<file path="config.mk">
export PLATFORM = sky130hd
export DESIGN_NAME = boot_image_verifier_unit
export DESIGN_NICKNAME = d
export VERILOG_FILES = /design/src/rtl/biv_pkg.sv /design/src/rtl/biv_crc_byte.sv /design/src/rtl/boot_image_verifier_unit.sv
export SDC_FILE = /design/constraint.sdc
export NUM_CORES = 1
export LEC_CHECK = 0
export ABC_AREA = 1
export BUFFER_PORTS_ARGS = -buffer_cell sky130_fd_sc_hd__buf_2
export CAP_MARGIN = 5
export CORE_MARGIN = 5
export CORE_UTILIZATION = 61
export DETAILED_ROUTE_END_ITERATION = 6
export PLACE_DENSITY = 0.81
export SLEW_MARGIN = 25
export SYNTH_ARGS = -nofsm -noshare
export SYNTH_HDL_FRONTEND = slang
export SYNTH_SLANG_ARGS = --single-unit
</file>
<file path="constraint.sdc">
create_clock -name clock -period 5.4 [get_ports clock]
set_clock_uncertainty 0.1 [all_clocks]
set_input_delay 1.08 -clock clock [delete_from_list [all_inputs] [get_ports clock]]
set_output_delay 1.08 -clock clock [all_outputs]
set_load 0.005 [all_outputs]
</file>
<file path="src/rtl/biv_pkg.sv">
// shared types, constants and codes for the boot image verifier
package biv_pkg;

   localparam logic [31:0] HEADER_BYTES = 32'd64;
   localparam logic [31:0] IMAGE_MAGIC  = 32'h4F54_4158;
   localparam logic [31:0] ALL_ONES     = 32'hFFFF_FFFF;
   localparam logic [31:0] THUMB_MASK   = 32'hFFFF_FFFE;
   localparam logic [31:0] CRC_POLY     = 32'hEDB8_8320;

   // csr register indexes
   localparam logic [1:0] CSR_REGION_SIZE = 2'd0;
   localparam logic [1:0] CSR_RUN_BASE    = 2'd1;
   localparam logic [1:0] CSR_RUN_SIZE    = 2'd2;

   // request kinds
   localparam logic MODE_HEADER  = 1'b0;
   localparam logic MODE_PAYLOAD = 1'b1;

   typedef enum logic [2:0] {
      ST_OK     = 3'd0,
      ST_MAGIC  = 3'd1,
      ST_LENGTH = 3'd2,
      ST_CRC    = 3'd3,
      ST_VECTOR = 3'd4
   } status_type;

   typedef enum logic [1:0] {
      PH_IDLE    = 2'b01,
      PH_PAYLOAD = 2'b10
   } phase_type;

   typedef struct packed {
      logic        mode;
      logic [31:0] magic_word;
      logic [31:0] payload_length;
      logic [31:0] stored_crc;
      logic [7:0]  data_byte;
   } req_data_type;

   typedef struct packed {
      status_type  status;
      logic [31:0] image_crc;
   } rsp_data_type;

endpackage

</file>
<file path="src/rtl/biv_crc_byte.sv">
// byte-wide reflected crc-32 update
module biv_crc_byte
   import biv_pkg::*;
(
   input  logic [31:0] crc_cur,
   input  logic [7:0]  data_byte,
   output logic [31:0] crc_next
);

   always_comb begin
      logic [31:0] c;
      c = crc_cur ^ {24'd0, data_byte};
      for (int i = 0; i < 8; i++) begin
         if (c[0]) begin
            c = (c >> 1) ^ CRC_POLY;
         end else begin
            c = c >> 1;
         end
      end
      crc_next = c;
   end

endmodule

</file>
<file path="src/rtl/boot_image_verifier_unit.sv">
// top level of the boot image verifier: header checks, payload crc and reset vector window check
//
//   channel | dir | handshake            | payload
//   --------+-----+----------------------+---------------------------------------------
//   req_    | in  | req_valid/req_ready  | req_data: mode, magic, length, crc, byte
//   rsp_    | out | rsp_valid/rsp_ready  | rsp_data: status, image_crc
//   csr_    | in  | csr_valid/csr_ready  | csr_index (0 region, 1 base, 2 size), csr_data
//
// one request per cycle while req_ready is high; a result appears in the output register the cycle after the
// request that causes it (header failure or last payload byte)
// the byte-wide crc update plus the length compare sit in the single accept cycle
// reset is synchronous; it resets the csr registers (entry to the header size), the image state and the output valid
// req_ready drops only while a result is held and rsp_ready is low; csr_ready is always high
module boot_image_verifier_unit
   import biv_pkg::*;
(
   input  logic         clock,
   input  logic         reset,

   input  logic         req_valid,
   output logic         req_ready,
   input  req_data_type req_data,

   output logic         rsp_valid,
   input  logic         rsp_ready,
   output rsp_data_type rsp_data,

   input  logic         csr_valid,
   output logic         csr_ready,
   input  logic [1:0]   csr_index,
   input  logic [31:0]  csr_data
);

   // configuration, kept in the form the checks use
   logic [31:0] base_ff, base_in;
   logic [31:0] size_ff, size_in;
   logic [31:0] space_ff, space_in;   // region size less the header, saturated at zero
   logic [31:0] entry_ff, entry_in;   // base + header size, wraps
   logic [31:0] end_ff, end_in;       // base + window size, wraps

   // image state
   phase_type   phase_ff, phase_in;
   logic [31:0] crc_ff, crc_in;
   logic [31:0] count_ff, count_in;
   logic [31:0] length_ff, length_in;
   logic [31:0] exp_crc_ff, exp_crc_in;
   logic [31:0] vector_ff, vector_in;

   // output register
   logic         rsp_valid_ff, rsp_valid_in;
   rsp_data_type rsp_data_ff, rsp_data_in;

   logic        accept;
   logic [31:0] crc_step;
   logic [31:0] final_crc;
   logic [31:0] count_next;
   logic [31:0] vector_next;
   logic [31:0] vector_pc;

   assign req_ready = !rsp_valid_ff || rsp_ready;
   assign accept    = req_valid && req_ready;
   assign csr_ready = 1'b1;
   assign rsp_valid = rsp_valid_ff;
   assign rsp_data  = rsp_data_ff;

   biv_crc_byte u_crc (
      .crc_cur   (crc_ff),
      .data_byte (req_data.data_byte),
      .crc_next  (crc_step)
   );

   // csr writes precompute the window bounds and payload space
   always_comb begin
      base_in  = base_ff;
      size_in  = size_ff;
      space_in = space_ff;
      entry_in = entry_ff;
      end_in   = end_ff;
      if (csr_valid && csr_ready) begin
         unique case (csr_index)
            CSR_REGION_SIZE: begin
               space_in = (csr_data > HEADER_BYTES) ? csr_data - HEADER_BYTES : 32'd0;
            end
            CSR_RUN_BASE: begin
               base_in  = csr_data;
               entry_in = csr_data + HEADER_BYTES;
               end_in   = csr_data + size_ff;
            end
            CSR_RUN_SIZE: begin
               size_in = csr_data;
               end_in  = base_ff + csr_data;
            end
            default: begin
               // writes beyond the register list are dropped
            end
         endcase
      end
   end

   // payload byte datapath
   always_comb begin
      count_next  = count_ff + 32'd1;
      final_crc   = crc_step ^ ALL_ONES;
      vector_next = vector_ff;
      // bytes 4 to 7 form the little-endian reset vector
      if (count_ff[31:2] == 30'd1) begin
         case (count_ff[1:0])
            2'd0:    vector_next[7:0]   = req_data.data_byte;
            2'd1:    vector_next[15:8]  = req_data.data_byte;
            2'd2:    vector_next[23:16] = req_data.data_byte;
            default: vector_next[31:24] = req_data.data_byte;
         endcase
      end
      vector_pc = vector_next & THUMB_MASK;
   end

   // request handling
   always_comb begin
      phase_in     = phase_ff;
      crc_in       = crc_ff;
      count_in     = count_ff;
      length_in    = length_ff;
      exp_crc_in   = exp_crc_ff;
      vector_in    = vector_ff;
      rsp_valid_in = rsp_valid_ff && !rsp_ready;
      rsp_data_in  = rsp_data_ff;

      if (accept) begin
         if (req_data.mode == MODE_HEADER) begin
            // a header always restarts, aborting any image in progress
            crc_in     = ALL_ONES;
            count_in   = 32'd0;
            vector_in  = 32'd0;
            length_in  = req_data.payload_length;
            exp_crc_in = req_data.stored_crc;
            phase_in   = PH_IDLE;
            if (req_data.magic_word != IMAGE_MAGIC) begin
               rsp_valid_in          = 1'b1;
               rsp_data_in.status    = ST_MAGIC;
               rsp_data_in.image_crc = 32'd0;
            end else if (req_data.payload_length == 32'd0 ||
                         req_data.payload_length > space_ff) begin
               rsp_valid_in          = 1'b1;
               rsp_data_in.status    = ST_LENGTH;
               rsp_data_in.image_crc = 32'd0;
            end else begin
               phase_in = PH_PAYLOAD;
            end
         end else if (phase_ff == PH_PAYLOAD) begin
            crc_in    = crc_step;
            count_in  = count_next;
            vector_in = vector_next;
            if (!(count_next < length_ff)) begin
               // last byte: crc first, then the vector
               phase_in              = PH_IDLE;
               rsp_valid_in          = 1'b1;
               rsp_data_in.image_crc = final_crc;
               if (final_crc != exp_crc_ff) begin
                  rsp_data_in.status = ST_CRC;
               end else if (length_ff < 32'd8) begin
                  rsp_data_in.status = ST_VECTOR;
               end else if (vector_pc < entry_ff || !(vector_pc < end_ff)) begin
                  rsp_data_in.status = ST_VECTOR;
               end else begin
                  rsp_data_in.status = ST_OK;
               end
            end
         end
         // payload bytes while idle are dropped
      end
   end

   always_ff @(posedge clock) begin
      if (reset) begin
         base_ff      <= 32'd0;
         size_ff      <= 32'd0;
         space_ff     <= 32'd0;
         entry_ff     <= HEADER_BYTES;
         end_ff       <= 32'd0;
         phase_ff     <= PH_IDLE;
         crc_ff       <= ALL_ONES;
         count_ff     <= 32'd0;
         length_ff    <= 32'd0;
         exp_crc_ff   <= 32'd0;
         vector_ff    <= 32'd0;
         rsp_valid_ff <= 1'b0;
      end else begin
         base_ff      <= base_in;
         size_ff      <= size_in;
         space_ff     <= space_in;
         entry_ff     <= entry_in;
         end_ff       <= end_in;
         phase_ff     <= phase_in;
         crc_ff       <= crc_in;
         count_ff     <= count_in;
         length_ff    <= length_in;
         exp_crc_ff   <= exp_crc_in;
         vector_ff    <= vector_in;
         rsp_valid_ff <= rsp_valid_in;
      end
   end

   // result payload needs no reset
   always_ff @(posedge clock) begin
      rsp_data_ff <= rsp_data_in;
   end

endmodule

</file>
; ---- Yosys cells after proc, flatten, opt, wreduce, memory -nomap -nowiden
; Index checks and enable logic that the tools add are counted.
[classes]
n_reduce_logical = 22
bitwise_logic = 11
n_mux = 40
n_eq_ne = 10
n_lt_le_gt_ge = 6
n_addsub = 5
[ops]
columns = op, count
row1 = 32-bit 2-to-1 mux, 16
row2 = 35-bit 2-to-1 mux, 5
row3 = 13-bit inverter with 14-bit output, 8
row4 = 32-bit < comparator, 3
row5 = 32-bit adder, 2
row6 = 32-bit case mux with 2 select lines, 1
row7 = 32-bit by 1-bit adder with 32-bit output (second input constant), 1
row8 = 32-bit by 7-bit adder with 32-bit output (second input constant), 1
row9 = 32-bit greater-than comparator, 1
row10 = 32-bit by 7-bit greater-than comparator with 1-bit output (second input constant), 1
row11 = 32-bit logical NOT, 1
row12 = 32-bit by 4-bit < comparator with 1-bit output (second input constant), 1
row13 = 8-bit 2-to-1 mux, 4
row14 = 32-bit by 31-bit != test with 1-bit output (second input constant), 1
row15 = 32-bit != test, 1
row16 = 32-bit inverter, 1
row17 = 32-bit by 7-bit subtractor with 32-bit output (second input constant), 1
row18 = 32-bit by 8-bit XOR with 32-bit output, 1
row19 = 30-bit by 1-bit == test with 1-bit output (second input constant), 1
row20 = 2-bit AND reduction, 6
row21 = 2-bit 2-to-1 mux, 5
row22 = 3-bit 2-to-1 mux, 3
row23 = 2-bit == test (second input constant), 3
row24 = 1-bit 2-to-1 mux, 6
row25 = 13 further kinds, 20
[word_totals]
output_inout_bits = 38
reg_bits = 357
in_bits = 144
elab_cells = 108

; ---- Logic depth before layout (Yosys ltp)
[logic_depth]
word_depth = 23
mapped_depth = 22
depth_no_buf = 22

; ---- By module
; From an unflattened synthesis, not the netlist that was laid out.
[hier_totals]
hier_cells = 3283
hier_area_um2 = 22442.8
[modules_own_cells]
columns = module, cells_per_inst, area_each_um2, seq_area_each_um2, n_inst
row1 = boot_image_verifier_unit, 3074, 21267.9, 7377.1, 1
row2 = biv_crc_byte, 209, 1174.9, 0.0, 1

; ---- Least setup slack after synthesis
; OpenSTA, ideal clock, no wires.
[synth_timing]
kind = register -> register
startpoint = register count_ff[0]
endpoint = register rsp_data_ff (netlist bit rsp_data[0]) (enable)
setup_time_ns = 0.390
required_ns = 4.910
path_buffers = 0
arrival_time_ns = 3.489
period_less_slack_ns = 3.978
stages_incl_launch_ff = 21
path_slack_ns = 1.422
path_cell_list = dfxtp_1 -> nand3_1 -> inv_1 -> nand3_2 -> nor2_1 -> nand2_1 -> nor2_1 -> nand2_1 -> nor2_1 -> nand3_1 -> nor2_1 -> nand3_1 -> and2_1 -> ha_1 -> nand4_1 -> nor3_1 -> nor4b_1 -> nand2_1 -> nand3_1 -> nand3_1 -> inv_1
[synth_via]
elab_chain_cells = 4
[synth_rtl]
columns = element, line_no
row1 = start: declaration, boot_image_verifier_unit.sv:44  ; logic [31:0] count_ff, count_in;
row2 = start signal: assignment, boot_image_verifier_unit.sv:195  ; count_ff <= count_in;
row3 = 32-bit by 1-bit adder with 32-bit output, boot_image_verifier_unit.sv:102  ; count_next = count_ff + 32'd1;
row4 = 32-bit < comparator, boot_image_verifier_unit.sv:153  ; if (!(count_next < length_ff)) begin
row5 = 2-bit != test (no line), -
row6 = 4-bit AND reduction (no line), -
row7 = end signal: assignment, boot_image_verifier_unit.sv:205  ; rsp_data_ff <= rsp_data_in;
row8 = end: declaration, boot_image_verifier_unit.sv:51  ; rsp_data_type rsp_data_ff, rsp_data_in;
; Every way passes these cells.
; A chain may end at the register's enable or synchronous reset.

; ---- Worst setup path in the final report
[layout_timing]
startpoint = register count_ff[0]
endpoint = register rsp_data_ff (netlist bit rsp_data[29]) (enable)
; The elaborated chain is that of the path after synthesis.

==> impl_results.md <==
* Status: finished, violations left
* Failing checks: design-rule violations
* Sw Ratio at 0.3058
* Psw at 0.002144 W
* Worst skew pair latency at 0.56 ns
* Post-synthesis sequential area ratio at 0.3320
* FF-to-FF path depth at 21
* Synth Register Bits at 351
* Hold Slack at 0.3501 ns
* Post_cts resized at 0
* Vias in the first global route at 21920
* Synth area leader: dfxtp_1
* Maximum buffer depth of the clock tree at 3
* Remaining Overflow, GRT at 0
* Top cells by area, synth: dfxtp_1 28%, nand2_1 13%, ha_1 9.4%, a21oi_1 8.9%, inv_1 8.0%
* Die X at 200.9 um
* Highest metal used: met5
* Worst hold path class: reg -> reg
* Die Y at 200.9 um
* Area share of the largest cell type after synthesis at 0.2847
* Inserted Diodes at 0
* DR DRC count at 14
* TritonCTS clock tree: built
* Via count at 22840
* Max Clk Rate at 0.2267 GHz
* CTS Sinks at 351
* Routability cong. at 0.9763
* Worst R2R Start: count_ff[0]
* Leakage power at 11.55 nW
* Post-synth EDFFs at 35
* Worst-path clk slew at 0.06 ns
* CTS Hold Buffers Added at 0
* Clock share of power at 0.403
* Most frequent cell after synthesis: nand2_1
* P_int at 0.004867 W
* Number of max-cap violations at 0
* Mapped Avg Cell Area at 6.746 um^2
* Final TNS setup at 0 ns
* Final-report max-slew violation count at 0
* Port Buf Inserts at 180
* Top cells by count, synth: 776 x nand2_1, 474 x inv_1, 396 x a21oi_1
* Global-route usage over all layers at 0.3545
* Crit. Startpoint: count_ff[0]
* Yosys warnings at 0
* Starting DRT DRC Count at 2004
* Pwr dens at 284.8 nW/um^2
* Worst Setup Path Type: reg -> reg
* Cell Area, Synth at 22220 um^2
* FF/Latch Area at 7377 um^2
* Worst EP required at 5.49 ns
* Total wire length at 74140 um
* TritonCTS Buffers at 39
* Cells after Synth at 3294
* Worst VDD drop at 0.2216 mV
* Share of layout cells above drive strength 1 at 0.09125
* Post-CTS Setup Inserts at 0
* DR WL/cell at 19.07 um
* Largest net degree at the start of global routing at 125
* P&R area growth vs syn at 10.79%
* Rel. slew slack at 0.3115
* Post-DRT Antenna Nets at 0
* Met2 wire length at 33900 um
* Top FF cell, synth: dfxtp_1
* Final Net Count at 3703
* Root Buffer Master: clkbuf_16
* Initial Utilization at 0.6128
* Hold_sp: size_ff[13]
* Worst setup EP type: register
* CTS H-tree lvls at 2
* Flop pwr share at 0.403
* Final setup fails at 0
* Area of the multi-input gates at 12490 um^2
* RR Endpoint: rsp_data[29]
* Fill count at 3261
* RSZ-0062 raised after global routing: no
* DRT met1 WL at 29460 um
* Final min period at 4.412 ns
* Combinational share of power at 0.194
* # rows at 70
* Die area at 40340 um^2
* DR WL met3 at 5984 um
* First-pass DRT Iterations at 7
* Final HPWL DP at 55640 um
* Crit path to: rsp_data[29]
* Max FO, Critical Path at 35
* Initial antenna violation count at 1
* Critical Path Start Type: register
* Vias/cell at 5.875
* Slack of the worst reg-to-reg path at 0.99 ns
* Distinct cells, synth at 58
* Final worst-path cycle share at 0.8171
* Core ar. at 36260 um^2
* Final Hold Viols at 0
* CP arrival at 4.51 ns
* Measured slew at the worst slew-check pin at 1.033 ns
* Ports at 182
* First-pass GRT wire length at 116000 um
* Async SR Flop Fraction at 0
* Syn nets at 3606
==> power groups by stage <==
stage	Clock (W)	Combinational [W]	Sequential, W
finish	0.00282	0.00136	0.00283
global route	0.00296	0.00150	0.00284
global placement	0	0.00128	0.00288
detailed placement	0	0.00132	0.00288
CTS	0.00285	0.00133	0.00283
floorplan	0	0.000890	0.00287
==> metal layers <==
| metal | global-route usage | up-vias |
|---|---|---|
| met1 | 0.4353 | 10480 |
| met4 | 0.1974 | 2 |
| met2 | 0.5951 | 1091 |
| met5 | 0 | - |
| li1 | - | 10980 |
| met3 | 0.05638 | 285 |
==> registers in the layout, indices dropped and copies added (netlist names) <==
signal      cells
base_ff        32
count_ff       32
crc_ff         32
end_ff         32
entry_ff       26
exp_crc_ff     32
length_ff      32
phase_ff        2
rsp_data       35
rsp_valid       1
size_ff        32
space_ff       32
vector_ff      31
==> worst max-delay path: stages, from the launching register on <==
cell and delay (ns):
dfxtp_1 0.43, nand3_1 0.16, inv_1 0.13, nand3_2 0.11, nor2_1 0.15, nand2_1 0.10
nor2_1 0.11, nand2_1 0.10, nor2_1 0.10, nand3_1 0.13, nor2_1 0.19, nand3_1 0.11
and2_1 0.18, ha_1 0.32, nand4_1 0.14, nor3_1 0.20, nor4b_1 0.29, nand2_1 0.10
nand3_1 0.15, nand3_1 0.18, inv_1 0.11, buf_4 0.45
==> cells in the final DEF, fill, tap and decap left out, types with 3 or more instances in the layout <==
cell / count
nor4_1: 27
nand2_1: 773
nand3b_1: 6
clkbuf_8: 4
o211ai_1: 13
nand2_4: 3
clkinvlp_4: 3
clkinv_1: 4
nor3_1: 52
clkbuf_1: 8
nand2_2: 25
a21o_1: 11
o21a_1: 38
a21boi_0: 3
o221ai_1: 8
buf_4: 13
inv_1: 472
ha_1: 166
a21oi_1: 396
nand3_1: 157
or2_2: 5
xor2_1: 54
nand3_2: 5
a211oi_1: 4
nand4_1: 47
bufinv_16: 5
xnor2_1: 15
buf_2: 179
edfxtp_1: 35
inv_2: 3
a31oi_1: 10
dfxtp_1: 316
o21ai_0: 267
nor2_1: 205
clkinv_2: 4
nor2_2: 5
clkbuf_16: 41
==> worst min-delay path by stage <==
stage                   to  slack, ns  cells after the start
2_1_floorplan   size_ff[0]       0.32                      2
3_3_place_gp   size_ff[30]       0.33                      2
3_5_place_dp   size_ff[13]       0.35                      2
4_1_cts        size_ff[13]       0.35                      2
5_1_grt        size_ff[26]       0.37                      2
6_report       size_ff[13]       0.35                      2
==> metrics by stage <==
stage,total power [W],utilization,worst slack (ns),area (um^2),cells
5_1_grt,0.007298,0.6790,0.5275,24620,3887
4_1_cts,0.007006,0.6789,1.041,24620,3887
3_3_place_gp,0.004152,0.6421,1.204,23280,3818
2_1_floorplan,0.003755,-,1.422,22220,3294
6_report,0.007011,0.6790,0.9879,24620,3887
3_5_place_dp,0.004199,0.6421,1.069,23280,3818
==> layout make-up <==
type | instances | area share
Tap cell | 468 | 0.02378
Clock inverter | 16 | 0.009046
Clock buffer | 53 | 0.04513
Sequential cell | 351 | 0.2996
Inverter | 479 | 0.07313
Timing Repair Buffer | 194 | 0.04198
Multi-Input combinational cell | 2326 | 0.5073
==> cell families (layout without fill, tap and decap cells) <==
kind of cell               count (synthesis)  count (layout)  share of synthesized area
muxes                                      2               2                   0.001013
xor gates and xnor gates                  71              71                    0.02866
AOI/OAI and AO/OA                        762             762                     0.1830
other                                      1               1                  0.0001688
adders and majority gates                168             168                    0.09493
DFF                                      351             351                     0.3320
buffers and inverters                    617             742                     0.1066
and+or+nand+nor                         1322            1322                     0.2536
No activity file was read; power rests on OpenSTA's default activity.
